==> src/hw/rtl/hmap_pkg.sv <==
`timescale 1ns / 1ps
`default_nettype none
// ----------------------------------------------------------------------------
// hmap_pkg
// Shared types and codes of the bucketed hash map.
// ----------------------------------------------------------------------------
package hmap_pkg;

  localparam int unsigned KEY_W = 31;
  localparam int unsigned VAL_W = 31;

  localparam logic [1:0] CMD_PUT    = 2'd0;
  localparam logic [1:0] CMD_GET    = 2'd1;
  localparam logic [1:0] CMD_REMOVE = 2'd2;

  typedef struct packed {
    logic [1:0]       command;
    logic [KEY_W-1:0] key;
    logic [VAL_W-1:0] value;
  } hmap_req_t;

  typedef struct packed {
    logic             found;
    logic [VAL_W-1:0] read_value;
    logic             bucket_full;
  } hmap_rsp_t;

  typedef struct packed {
    logic             vld;
    logic [KEY_W-1:0] key;
    logic [VAL_W-1:0] val;
  } hmap_way_t;

endpackage
`default_nettype wire

==> src/hw/rtl/hmap_way.sv <==
`timescale 1ns / 1ps
`default_nettype none
// ----------------------------------------------------------------------------
// hmap_way
// Way compare and row update: matches the key against every way of a bucket
// row, builds the response and the row to write back.
// ----------------------------------------------------------------------------
module hmap_way #(
  parameter int unsigned WAYS = 4
) (
  input  hmap_pkg::hmap_req_t                 req_i,
  input  hmap_pkg::hmap_way_t [WAYS-1:0]      row_i,
  output hmap_pkg::hmap_way_t [WAYS-1:0]      row_o,
  output hmap_pkg::hmap_rsp_t                 rsp_o
);
  import hmap_pkg::*;

  logic [WAYS-1:0]  hit;
  logic [WAYS-1:0]  free;
  logic [WAYS-1:0]  first_free;
  logic             present;
  logic [VAL_W-1:0] hit_val;

  always_comb begin
    logic seen;
    seen    = 1'b0;
    hit_val = '0;
    for (int w = 0; w < WAYS; w++) begin
      hit[w]        = row_i[w].vld && (row_i[w].key == req_i.key);
      free[w]       = !row_i[w].vld;
      first_free[w] = free[w] && !seen;
      seen          = seen || free[w];
      hit_val       = hit_val | (hit[w] ? row_i[w].val : '0);
    end
    present = |hit;
  end

  always_comb begin
    row_o = row_i;
    rsp_o = '0;
    case (req_i.command)
      CMD_PUT: begin
        rsp_o.found       = present;
        rsp_o.bucket_full = !present && !(|free);
        for (int w = 0; w < WAYS; w++) begin
          if (hit[w]) begin
            row_o[w].val = req_i.value;
          end else if (!present && first_free[w]) begin
            row_o[w].vld = 1'b1;
            row_o[w].key = req_i.key;
            row_o[w].val = req_i.value;
          end
        end
      end
      CMD_GET: begin
        rsp_o.found      = present;
        rsp_o.read_value = hit_val;
      end
      CMD_REMOVE: begin
        rsp_o.found = present;
        for (int w = 0; w < WAYS; w++) begin
          if (hit[w]) begin
            row_o[w].vld = 1'b0;
          end
        end
      end
      default: begin
        rsp_o = '0;
      end
    endcase
  end

endmodule
`default_nettype wire

==> config.mk <==
export PLATFORM = sky130hd
export DESIGN_NAME = hmap_way
export DESIGN_NICKNAME = d
export VERILOG_FILES = /design/src/hw/rtl/hmap_pkg.sv /design/src/hw/rtl/hmap_way.sv
export SDC_FILE = /design/constraint.sdc
export NUM_CORES = 1
export LEC_CHECK = 0
export BUFFER_PORTS_ARGS = -buffer_cell sky130_fd_sc_hd__buf_2
export CORE_AREA = 2 2 236 238
export DETAILED_ROUTE_END_ITERATION = 10
export DIE_AREA = 0 0 238 240
export GPL_TIMING_DRIVEN = 0
export PLACE_DENSITY_LB_ADDON = 0.1
export REMOVE_ABC_BUFFERS = 1
export SLEW_MARGIN = 20
export SYNTH_ARGS = -nofsm -noshare
export SYNTH_HDL_FRONTEND = slang
export SYNTH_SLANG_ARGS = --single-unit
==> constraint.sdc <==
create_clock -name vclk -period 4.3
set_clock_uncertainty 0.05 [all_clocks]
set_input_delay 0.215 -clock vclk [all_inputs]
set_output_delay 0.215 -clock vclk [all_outputs]
set_load 0.01 [all_outputs]
Word-level counts from Yosys, hierarchy flattened

Cells that the tools add are included.

Register bits: 0
Input port bits: 316
Output and inout bits: 285
Logic and storage cells: 66

Eq/ne operators: 6
Multiplexer cells: 31
Bitwise operators: 3
Reduce and logical (&&, ||, !) cells: 26

Operators by type and width:

| cell                 | count |
|---|---|
| $mux W31             | 9 |
| $mux W63             | 4 |
| $mux W62             | 4 |
| $mux W32             | 4 |
| $eq A31 B31 Y1       | 4 |
| $or A31 B31 Y31      | 3 |
| $logic_and A1 B1 Y1  | 12 |
| $logic_not A1 Y1     | 8 |
| $pmux W1 S2          | 4 |
| $reduce_or A4 Y1     | 2 |
| $mux W1              | 6 |
| $reduce_or A3 Y1     | 1 |
| $eq A2 B1 Y1 const B | 1 |
| $eq A2 B2 Y1 const B | 1 |
| $logic_not A2 Y1     | 1 |
| $logic_or A1 B1 Y1   | 2 |

Logic depth before layout (Yosys ltp)

Gate-level depths: netlist of the first run.

Word-level depth: 9
Mapped depth: 10
Gate-level depth less buffers: 6

Worst setup path before layout of the first run

Ideal clock, no wire load.

Kind: input-to-output
From: input req_i[33] (netlist bit)
To: output row_o[221] (netlist bit)
Arrival: 2.130 ns
Data required time: 4.035 ns
Setup slack: 1.905 ns
Stages on the path: 9
Buffers on the path: 3
Cell sequence: buf_2 > xor2_1 > nor4_1 > nand4_1 > o211ai_2 > or3_1 > buf_4 > buf_6 > mux2_1

RTL lines:

| what            | RTL line       | RTL |
|---|---|---|
| start, declared | hmap_way.sv:11 | `input hmap_pkg::hmap_req_t req_i,` |
| end, declared   | hmap_way.sv:13 | `output hmap_pkg::hmap_way_t [WAYS-1:0] row_o,` |

==> results of run 1 <==
-- cells by family (layout without fill, tap and decap cells) --
| family | Yosys count | after routing | synth area share, % |
|---|---|---|---|
| and+or+nand+nor | 70 | 70 | 7.395 |
| buffers and inverters | 76 | 631 | 7.775 |
| muxes | 248 | 248 | 51.88 |
| xor gates and xnor gates | 124 | 124 | 19.39 |
| other | 0 | 8 | 0 |
| AOI/OAI and AO/OA | 108 | 108 | 13.56 |
-- stage by stage --
step                hold WS [ns]  cell area [sq um]  worst slack, ns  cells
floorplan                 0.4540               5172          0.09303    552
global placement          0.6955               9061           -4.249   1857
detailed placement        0.6920               9513           0.2157   1885
CTS                       0.6953               9513           0.2115   1885
global route              0.7041               9528          0.08245   1891
finish                    0.6917               9533           0.3533   1893
-- worst max-delay path by stage --
stage	startpoint	end	slack, ns
finish	req_i[55]	row_o[101]	0.35
global route	req_i[43]	row_o[232]	0.08
global placement	req_i[54]	row_o[72]	-4.25
floorplan	row_i[236]	row_o[63]	0.09
detailed placement	req_i[43]	row_o[221]	0.22
CTS	req_i[43]	row_o[221]	0.21
-- synthesized netlist by cell type (all sizes together) --
| library cell | count | area (sq um) |
|---|---|---|
| mux2 | 248 | 2905 |
| nor3 | 7 | 40.04 |
| o32ai | 2 | 32.53 |
| nand2 | 4 | 15.01 |
| buf | 61 | 379.1 |
| clkbuf | 13 | 48.80 |
| or2 | 1 | 6.260 |
| or3 | 2 | 12.51 |
| nand3 | 7 | 35.03 |
| nand2b | 2 | 12.51 |
| nand4 | 20 | 125.1 |
| and4 | 2 | 17.52 |
| or4 | 1 | 7.510 |
| inv | 2 | 7.510 |
| nor2 | 3 | 11.26 |
| and3 | 2 | 12.51 |
| nor4 | 19 | 118.9 |
| a22oi | 63 | 473.0 |
| a41oi | 1 | 16.27 |
| o2111ai | 1 | 8.760 |
| xor2 | 62 | 543.0 |
| xnor2 | 62 | 543.0 |
| a2bb2oi | 1 | 8.760 |
| a211o | 1 | 8.760 |
| a21oi | 31 | 155.2 |
| o31ai | 3 | 22.52 |
| o22ai | 1 | 6.260 |
| o211ai | 1 | 12.51 |
| o21ai | 3 | 15.01 |
-- layout make-up --
type / instances / area [sq um] / area share (%)
Multi-Input combinational cell: 550 / 5244 / 55.01
Inverter: 2 / 7.507 / 0.07875
Tap cell: 704 / 880.8 / 9.240
Antenna cell: 8 / 20.02 / 0.2100
Timing Repair Buffer: 629 / 3381 / 35.46
-- power breakdown --
| part | switching [uW] | leakage (uW) | internal (uW) |
|---|---|---|---|
| Clock | 0 | 0.0000000507 | 0.000250 |
| Sequential | 0 | 0 | 0 |
| Combinational | 458 | 0.00425 | 407 |
| Total | 458 | 0.00425 | 407 |
-- cells in the final DEF (no fill, tap or decap), types with 3 or more instances in the layout --
cell	n
buf_2	601
mux2_2	135
mux2_1	83
a22oi_1	63
xor2_1	62
xnor2_1	62
a21oi_1	31
mux2_4	30
nand4_1	20
nor4_1	19
buf_8	10
diode_2	8
buf_4	8
nand3_1	7
buf_6	6
nor3_1	4
nand2_1	4
nor2_1	3
o21ai_0	3
-- per-layer routing --
layer,vias up,GRT usage [%],wire length (um)
met1,3513,15.12,15920
met3,28,2.595,2801
met5,-,0,45
met4,8,2.254,582
met2,323,26.24,22710
li1,3495,-,-
-- critical path: stages --
cell,delay [ns]
buf_2,0.26
xnor2_1,0.17
nand4_1,0.15
nor4_1,0.88
and3_4,0.73
or3_2,0.47
buf_12,0.25
mux2_2,0.35
buf_2,0.16
==> results.json, run 1 <==
{
  "ir_worst_vdd_v": 0.00003291,
  "vias_per_cell": 3.892,
  "hold_class": "in2out",
  "status": "completed",
  "max-slew-margin-rel_pct": 31.55,
  "fmax_ghz": 0.2534,
  "place_hpwl_mm": 36.79,
  "layout.nets": 1499,
  "yosysUniqueCellTypes": 34,
  "critPathMaxFanout": 36,
  "slew_viol_final": 0,
  "grtUsageTotal_pct": 13.43,
  "whs_path_depth": 3,
  "syn2layout_area_growth_pct": 70.22,
  "critical_path_class": "in2out",
  "yosysWarnings": 0,
  "p_leak_uw": 0.004251,
  "cts_setup_buffers": 0,
  "grt_max_degree": 37,
  "initial_utilization_pct": 10.25,
  "fillers": 6304,
  "ys_seq_area_share_pct": 0,
  "fp.dieW_um": 238,
  "worstPathArrival_ns": 3.68,
  "routedWlPerCell_um": 22.22,
  "rsz0062_at_grt": "false",
  "die_h_um": 240,
  "vias": 7367,
  "syn_inst": 626,
  "portBuffers": 601,
  "wl_mm": 42.06,
  "drt-initial-drc-count": 198,
  "cp-start-kind": "input port",
  "antenna_found_initial": 11,
  "cap_violations": 0,
  "holdPathEnd": "row_o[217]",
  "period_minus_slack_ns": 3.947,
  "grt_pass1_wl_mm": 55.82,
  "post-route-util_pct": 17.44,
  "grt_overflow": 0,
  "end_kind": "output port",
  "design.seq.count": 0,
  "gp_congestion": 0.8115,
  "drt_first_pass_iters": 5,
  "post_cts_resize_count": 0,
  "setup_violations": 0,
  "tightest_slew_ns": 1.017,
  "seq_area_sq_um": 0,
  "drc": 0,
  "finalCritPeriodShare_pct": 91.78,
  "critPathRequiredTime_ns": 4.03,
  "p_per_area_nw_per_um2": 90.70,
  "core_area_sq_um": 54660,
  "clockBufferCount": 0,
  "grt_pass1_vias": 7291,
  "tns_ns": 0,
  "min_from": "row_i[217]",
  "syn_area_per_cell_sq_um": 8.946,
  "ios": 601,
  "die_area_sq_um": 57120,
  "rows": 86,
  "finalPower_uw": 864.6,
  "finalHoldViolations": 0,
  "syn_area_sq_um": 5600,
  "layout-drive-gt1-share_pct": 68.42,
  "hold_buffers": 0,
  "antenna_left": 0
}
(Power assumes the default switching activity.)
==> inputs of run 2 (changes only) <==
--- a/config.mk
+++ b/config.mk
@@ -6,9 +6,9 @@
 export NUM_CORES = 1
 export LEC_CHECK = 0
 export BUFFER_PORTS_ARGS = -buffer_cell sky130_fd_sc_hd__buf_2
-export CORE_AREA = 2 2 236 238
+export CORE_AREA = 5 5 232 234
 export DETAILED_ROUTE_END_ITERATION = 10
-export DIE_AREA = 0 0 238 240
+export DIE_AREA = 0 0 237 239
 export GPL_TIMING_DRIVEN = 0
 export PLACE_DENSITY_LB_ADDON = 0.1
 export REMOVE_ABC_BUFFERS = 1
==> run 2 against run 1 <==
Effect of this change: flip-flop and latch count is the same; fmax shrank 3.7%; setup slack got worse by 0.15 ns; utilization up 1.1 points; total power is 0.60% higher; critical path depth is 2 higher; worst hold slack improved by 0.0092 ns; first-iteration DRC count is 0.51% lower; sequential share of layout area unchanged; critical endpoint is now row_o[149]; final cell count decreased by 0.79%; via count grew 0.42%; count of clock-buffer cells in the layout is the same.
==> results.json, run 2 (synthesis gave the netlist of run 1 again) <==
{
  "drt_first_pass_iters": 4,
  "cap_violations": 0,
  "final_cell_mix": "601 x buf_2, 135 x mux2_2, 83 x mux2_1",
  "seq_area_sq_um": 0,
  "period_minus_slack_ns": 4.099,
  "cts_setup_buffers": 0,
  "fp.dieW_um": 237,
  "finalCritPeriodShare_pct": 95.32,
  "layout.nets": 1501,
  "grt_pass1_vias": 7786,
  "wl_mm": 44.11,
  "switchingPower_uw": 460.7,
  "antenna_found_initial": 5,
  "place_ws_ns": 0.1245,
  "slowest_stage": "nor4_1",
  "p_per_area_nw_per_um2": 90.78,
  "fillers": 5972,
  "drc": 0,
  "post-route-util_pct": 18.49,
  "multiInputGateArea_sq_um": 5240,
  "critPathMaxFanout": 9,
  "design.seq.count": 0,
  "antenna_left": 0,
  "portBuffers": 601,
  "post_cts_resize_count": 0,
  "die_area_sq_um": 56640,
  "hold_class": "in2out",
  "worstPathArrival_ns": 3.83,
  "vias_per_cell": 3.939,
  "clockBufferCount": 0,
  "slew_viol_final": 0,
  "slowest_delay_ns": 0.81,
  "tightest_slew_ns": 0.9333,
  "crit_start": "req_i[33]",
  "vias": 7398,
  "max-slew-margin-rel_pct": 37.21,
  "p_clk_share_pct": 0,
  "hold_buffers": 0,
  "final_common_cell": "buf_2",
  "seqPwrFrac_pct": 0,
  "layout-drive-gt1-share_pct": 68.47,
  "tns_ns": 0,
  "critical_path_class": "in2out",
  "finalHoldViolations": 0,
  "syn2layout_area_growth_pct": 71.09,
  "grt_max_degree": 37,
  "setup_violations": 0,
  "gp_congestion": 0.8267,
  "die_h_um": 239,
  "core_area_sq_um": 51810,
  "end_kind": "output port",
  "routedWlPerCell_um": 23.49,
  "swShare_pct": 52.97,
  "worstPathCellList": "buf_2 -> xor2_1 -> nor4_1 -> nand4_1 -> o211ai_2 -> o32ai_4 -> buf_8 -> buf_8 -> buf_8 -> mux2_4 -> buf_2",
  "place_area_sq_um": 9564,
  "critPathRequiredTime_ns": 4.03,
  "combPwrFrac_pct": 100.0,
  "ir_worst_vdd_v": 0.00003891,
  "grtUsageTotal_pct": 14.20,
  "ios": 601,
  "p_int_uw": 409.1,
  "place_hpwl_mm": 39.38,
  "cp-start-kind": "input port",
  "path_common_cell": "buf_8",
  "grt_overflow": 0,
  "fin_ws_ns": 0.2013,
  "fmax_ghz": 0.2440,
  "min_from": "row_i[205]",
  "finalPower_uw": 869.8,
  "grt_pass1_wl_mm": 59.91,
  "rows": 84,
  "rsz0062_at_grt": "false",
  "drt-initial-drc-count": 197,
  "design_area_sq_um": 9582,
  "p_leak_uw": 0.004283,
  "initial_utilization_pct": 10.81,
  "status": "completed"
}
run 2: cell type report:
type,count,area share [%]
Antenna cell,7,0.1828
Inverter,2,0.07835
Multi-Input combinational cell,550,54.69
Tap cell,688,8.984
Timing Repair Buffer,631,36.07
run 2: worst paths after layout:
kind	slack [ns]	end	depth (start not counted)
worst max-delay path	0.20	row_o[149]	11
worst min-delay path	0.70	row_o[205]	3
run 2: per-stage QoR:
step / hold WS [ns] / cells
after floorplan: 0.4540 / 552
after global placement: 0.6977 / 1841
after detailed placement: 0.6937 / 1871
after CTS: 0.7028 / 1871
after global routing: 0.7232 / 1873
final: 0.7009 / 1878
run 2: worst max-delay path, delay by kind of cell:
family | cells | cell delay [ns]
xor+xnor | 1 | 0.19
simple gates | 2 | 1.29
mux | 1 | 0.33
compound gates | 2 | 0.90
buf+inv | 5 | 0.88
run 2: per-layer routing:
metal | up-vias | GRT usage, % | routed length [um]
li1 | 3493 | - | -
met3 | 30 | 2.192 | 2485
met1 | 3523 | 16.65 | 17290
met2 | 348 | 27.87 | 23720
met5 | - | 0 | 33
met4 | 4 | 1.627 | 577
run 2: power groups by stage:
stage | Clock, uW | Sequential [uW] | Combinational, uW
4_1_cts | 0 | 0 | 888
2_1_floorplan | 0 | 0 | 368
3_3_place_gp | 0 | 0 | 875
5_1_grt | 0.0000623 | 0 | 939
3_5_place_dp | 0 | 0 | 883
6_report | 0.000106 | 0 | 870
==> inputs of run 3 (changes only) <==
--- a/config.mk
+++ b/config.mk
@@ -5,11 +5,11 @@
 export SDC_FILE = /design/constraint.sdc
 export NUM_CORES = 1
 export LEC_CHECK = 0
+export ABC_AREA = 1
 export BUFFER_PORTS_ARGS = -buffer_cell sky130_fd_sc_hd__buf_2
-export CORE_AREA = 5 5 232 234
+export CORE_AREA = 5 5 234 236
 export DETAILED_ROUTE_END_ITERATION = 10
-export DIE_AREA = 0 0 237 239
-export GPL_TIMING_DRIVEN = 0
+export DIE_AREA = 0 0 239 241
 export PLACE_DENSITY_LB_ADDON = 0.1
 export REMOVE_ABC_BUFFERS = 1
 export SLEW_MARGIN = 20
==> run 3 against run 2 <==
Effect of this change: die area is 1.7% higher; worst hold slack gained 0.0032 ns; combinational power grew 6.4%; fmax rose by 29%; largest power group unchanged.
==> results.json, run 3 <==
{
  "design.seq.count": 0,
  "yosysMostFrequentCell": "nand2_1",
  "wl_mm": 51.59,
  "grt_overflow": 0,
  "syn_inst": 1318,
  "finalHoldViolations": 0,
  "hold_class": "in2out",
  "ios": 601,
  "layout-drive-gt1-share_pct": 36.82,
  "seqPwrFrac_pct": 0,
  "syn_area_sq_um": 6370,
  "yosysWarnings": 0,
  "rsz0062_at_grt": "false",
  "hold_buffers": 0,
  "place_hpwl_mm": 41.87,
  "grt_pass1_vias": 10484,
  "fmax_ghz": 0.3142,
  "place_inst": 2524,
  "setup_violations": 0,
  "portBuffers": 601,
  "place_ws_ns": 1.064,
  "synth_top_cell_area_share_pct": 39.72,
  "gp_congestion": 0.8676,
  "drt-initial-drc-count": 619,
  "ys_seq_area_share_pct": 0,
  "swShare_pct": 59.52,
  "finalCritPeriodShare_pct": 74.02,
  "yosys.area_share.adder_pct": 0,
  "grt_max_degree": 77,
  "p_clk_share_pct": 0,
  "antenna_found_initial": 9,
  "synth_top_family_by_area": "simple AND/OR/NAND/NOR gates",
  "slew_viol_final": 0,
  "p_per_area_nw_per_um2": 94.88,
  "initial_utilization_pct": 12.19,
  "end_kind": "output port",
  "critPathRequiredTime_ns": 4.03,
  "grtUsageTotal_pct": 16.30,
  "clockBufferCount": 0,
  "die_h_um": 241,
  "drt_first_pass_iters": 5,
  "design_area_sq_um": 9756,
  "worstPathArrival_ns": 2.92,
  "synth_mux_area_share_pct": 0,
  "fillers": 6264,
  "post_cts_resize_count": 0,
  "combPwrFrac_pct": 100.0,
  "synth_top_area_cell": "nand2_1",
  "vias": 10420,
  "die_area_sq_um": 57600,
  "synth_compound_area_share_pct": 14.18,
  "core_area_sq_um": 52240,
  "layout.nets": 2154,
  "antenna_left": 0,
  "max-slew-margin-rel_pct": 44.72,
  "cts_setup_buffers": 0,
  "grt_pass1_wl_mm": 71.99,
  "fp.dieW_um": 239,
  "routedWlPerCell_um": 20.38,
  "ys_top_cells_by_count": "674 x nand2_1, 130 x nand3_1, 99 x xnor2_1, 73 x inv_1, 71 x o21ai_1",
  "drc": 0,
  "place_area_sq_um": 9738,
  "fin_ws_ns": 1.117,
  "p_int_uw": 374.7,
  "ir_worst_vdd_v": 0.00002775,
  "cap_violations": 0,
  "p_leak_uw": 0.005473,
  "period_minus_slack_ns": 3.183,
  "yosysUniqueCellTypes": 27,
  "seq_area_sq_um": 0,
  "cp-start-kind": "input port",
  "final_common_cell": "nand2_1",
  "tightest_slew_ns": 0.8263,
  "syn2layout_area_growth_pct": 53.15,
  "status": "completed",
  "syn_area_per_cell_sq_um": 4.833,
  "synth_top_cells_by_area": "nand2_1 40%, xnor2_1 14%, nand3_1 10%",
  "synth_xor_area_share_pct": 14.16,
  "critical_path_class": "in2out",
  "fin_cells": 2531,
  "tns_ns": 0,
  "final_cell_mix": "670 x nand2_1, 601 x buf_2, 130 x nand3_1",
  "synthSimpleGateAreaFrac_pct": 55.49,
  "rows": 84,
  "switchingPower_uw": 550.9,
  "critPathMaxFanout": 31,
  "vias_per_cell": 4.117,
  "finalPower_uw": 925.6
}
run 3: changes by cell type after synthesis, moves of 37 or more:
cell,previous run,this run
a22oi_1,63,0
inv_1,2,73
mux2_1,83,0
mux2_2,135,0
nand2_1,4,674
nand3_1,7,130
nor2_1,3,43
o21ai_1,0,71
xnor2_1,62,99
xor2_1,62,4
run 3: layout make-up:
| class | count | area [sq um] | share of cell area, % |
|---|---|---|---|
| well taps | 688 | 860.8 | 8.824 |
| diodes | 7 | 17.52 | 0.1796 |
| inverters | 89 | 336.6 | 3.450 |
| repair buffers | 622 | 3191 | 32.70 |
| multi-input cells | 1125 | 5350 | 54.84 |
run 3: path summary, 6_finish.rpt:
| kind | end | slack [ns] | cells after the start | from |
|---|---|---|---|---|
| min | row_o[77] | 0.70 | 4 | req_i[14] |
| max | row_o[84] | 1.12 | 14 | req_i[31] |
run 3: through the flow:
step	hold slack, ns	util [%]
CTS	0.7026	18.64
global placement	0.7044	18.64
global route	0.7171	18.68
finish	0.7041	18.68
floorplan	0.4575	-
detailed placement	0.7011	18.64
run 3: power by group through the flow:
stage / registers [uW] / clock network, uW / logic, uW
final: 0 / 0.000218 / 926
after global placement: 0 / 0 / 945
after floorplan: 0 / 0 / 405
after detailed placement: 0 / 0 / 937
after global routing: 0 / 0.000218 / 1020
after CTS: 0 / 0 / 942
run 3: per-layer routing:
| layer | up-vias | GRT usage [%] | wire length [um] |
|---|---|---|---|
| met5 | - | 0 | 21 |
| met4 | 4 | 2.196 | 679 |
| met3 | 41 | 2.103 | 3100 |
| met2 | 433 | 29.58 | 26210 |
| met1 | 4780 | 21.22 | 21570 |
| li1 | 5162 | - | - |
run 3: critical path: stages:
cell,delay (ns)
buf_2,0.20
xnor2_1,0.14
nand2_1,0.10
nor2_1,0.13
nand2_1,0.11
nor2_1,0.36
nand3_2,0.16
nand2_2,0.15
nor2_8,0.07
nand3_4,0.25
nand2_2,0.55
nand2_1,0.21
nand2_1,0.08
buf_2,0.15
run 3: kinds of logic after synthesis:
logic type | Yosys count
buffers and inverters | 193
AOI/OAI and AO/OA | 157
xor gates and xnor gates | 103
and+or+nand+nor | 865
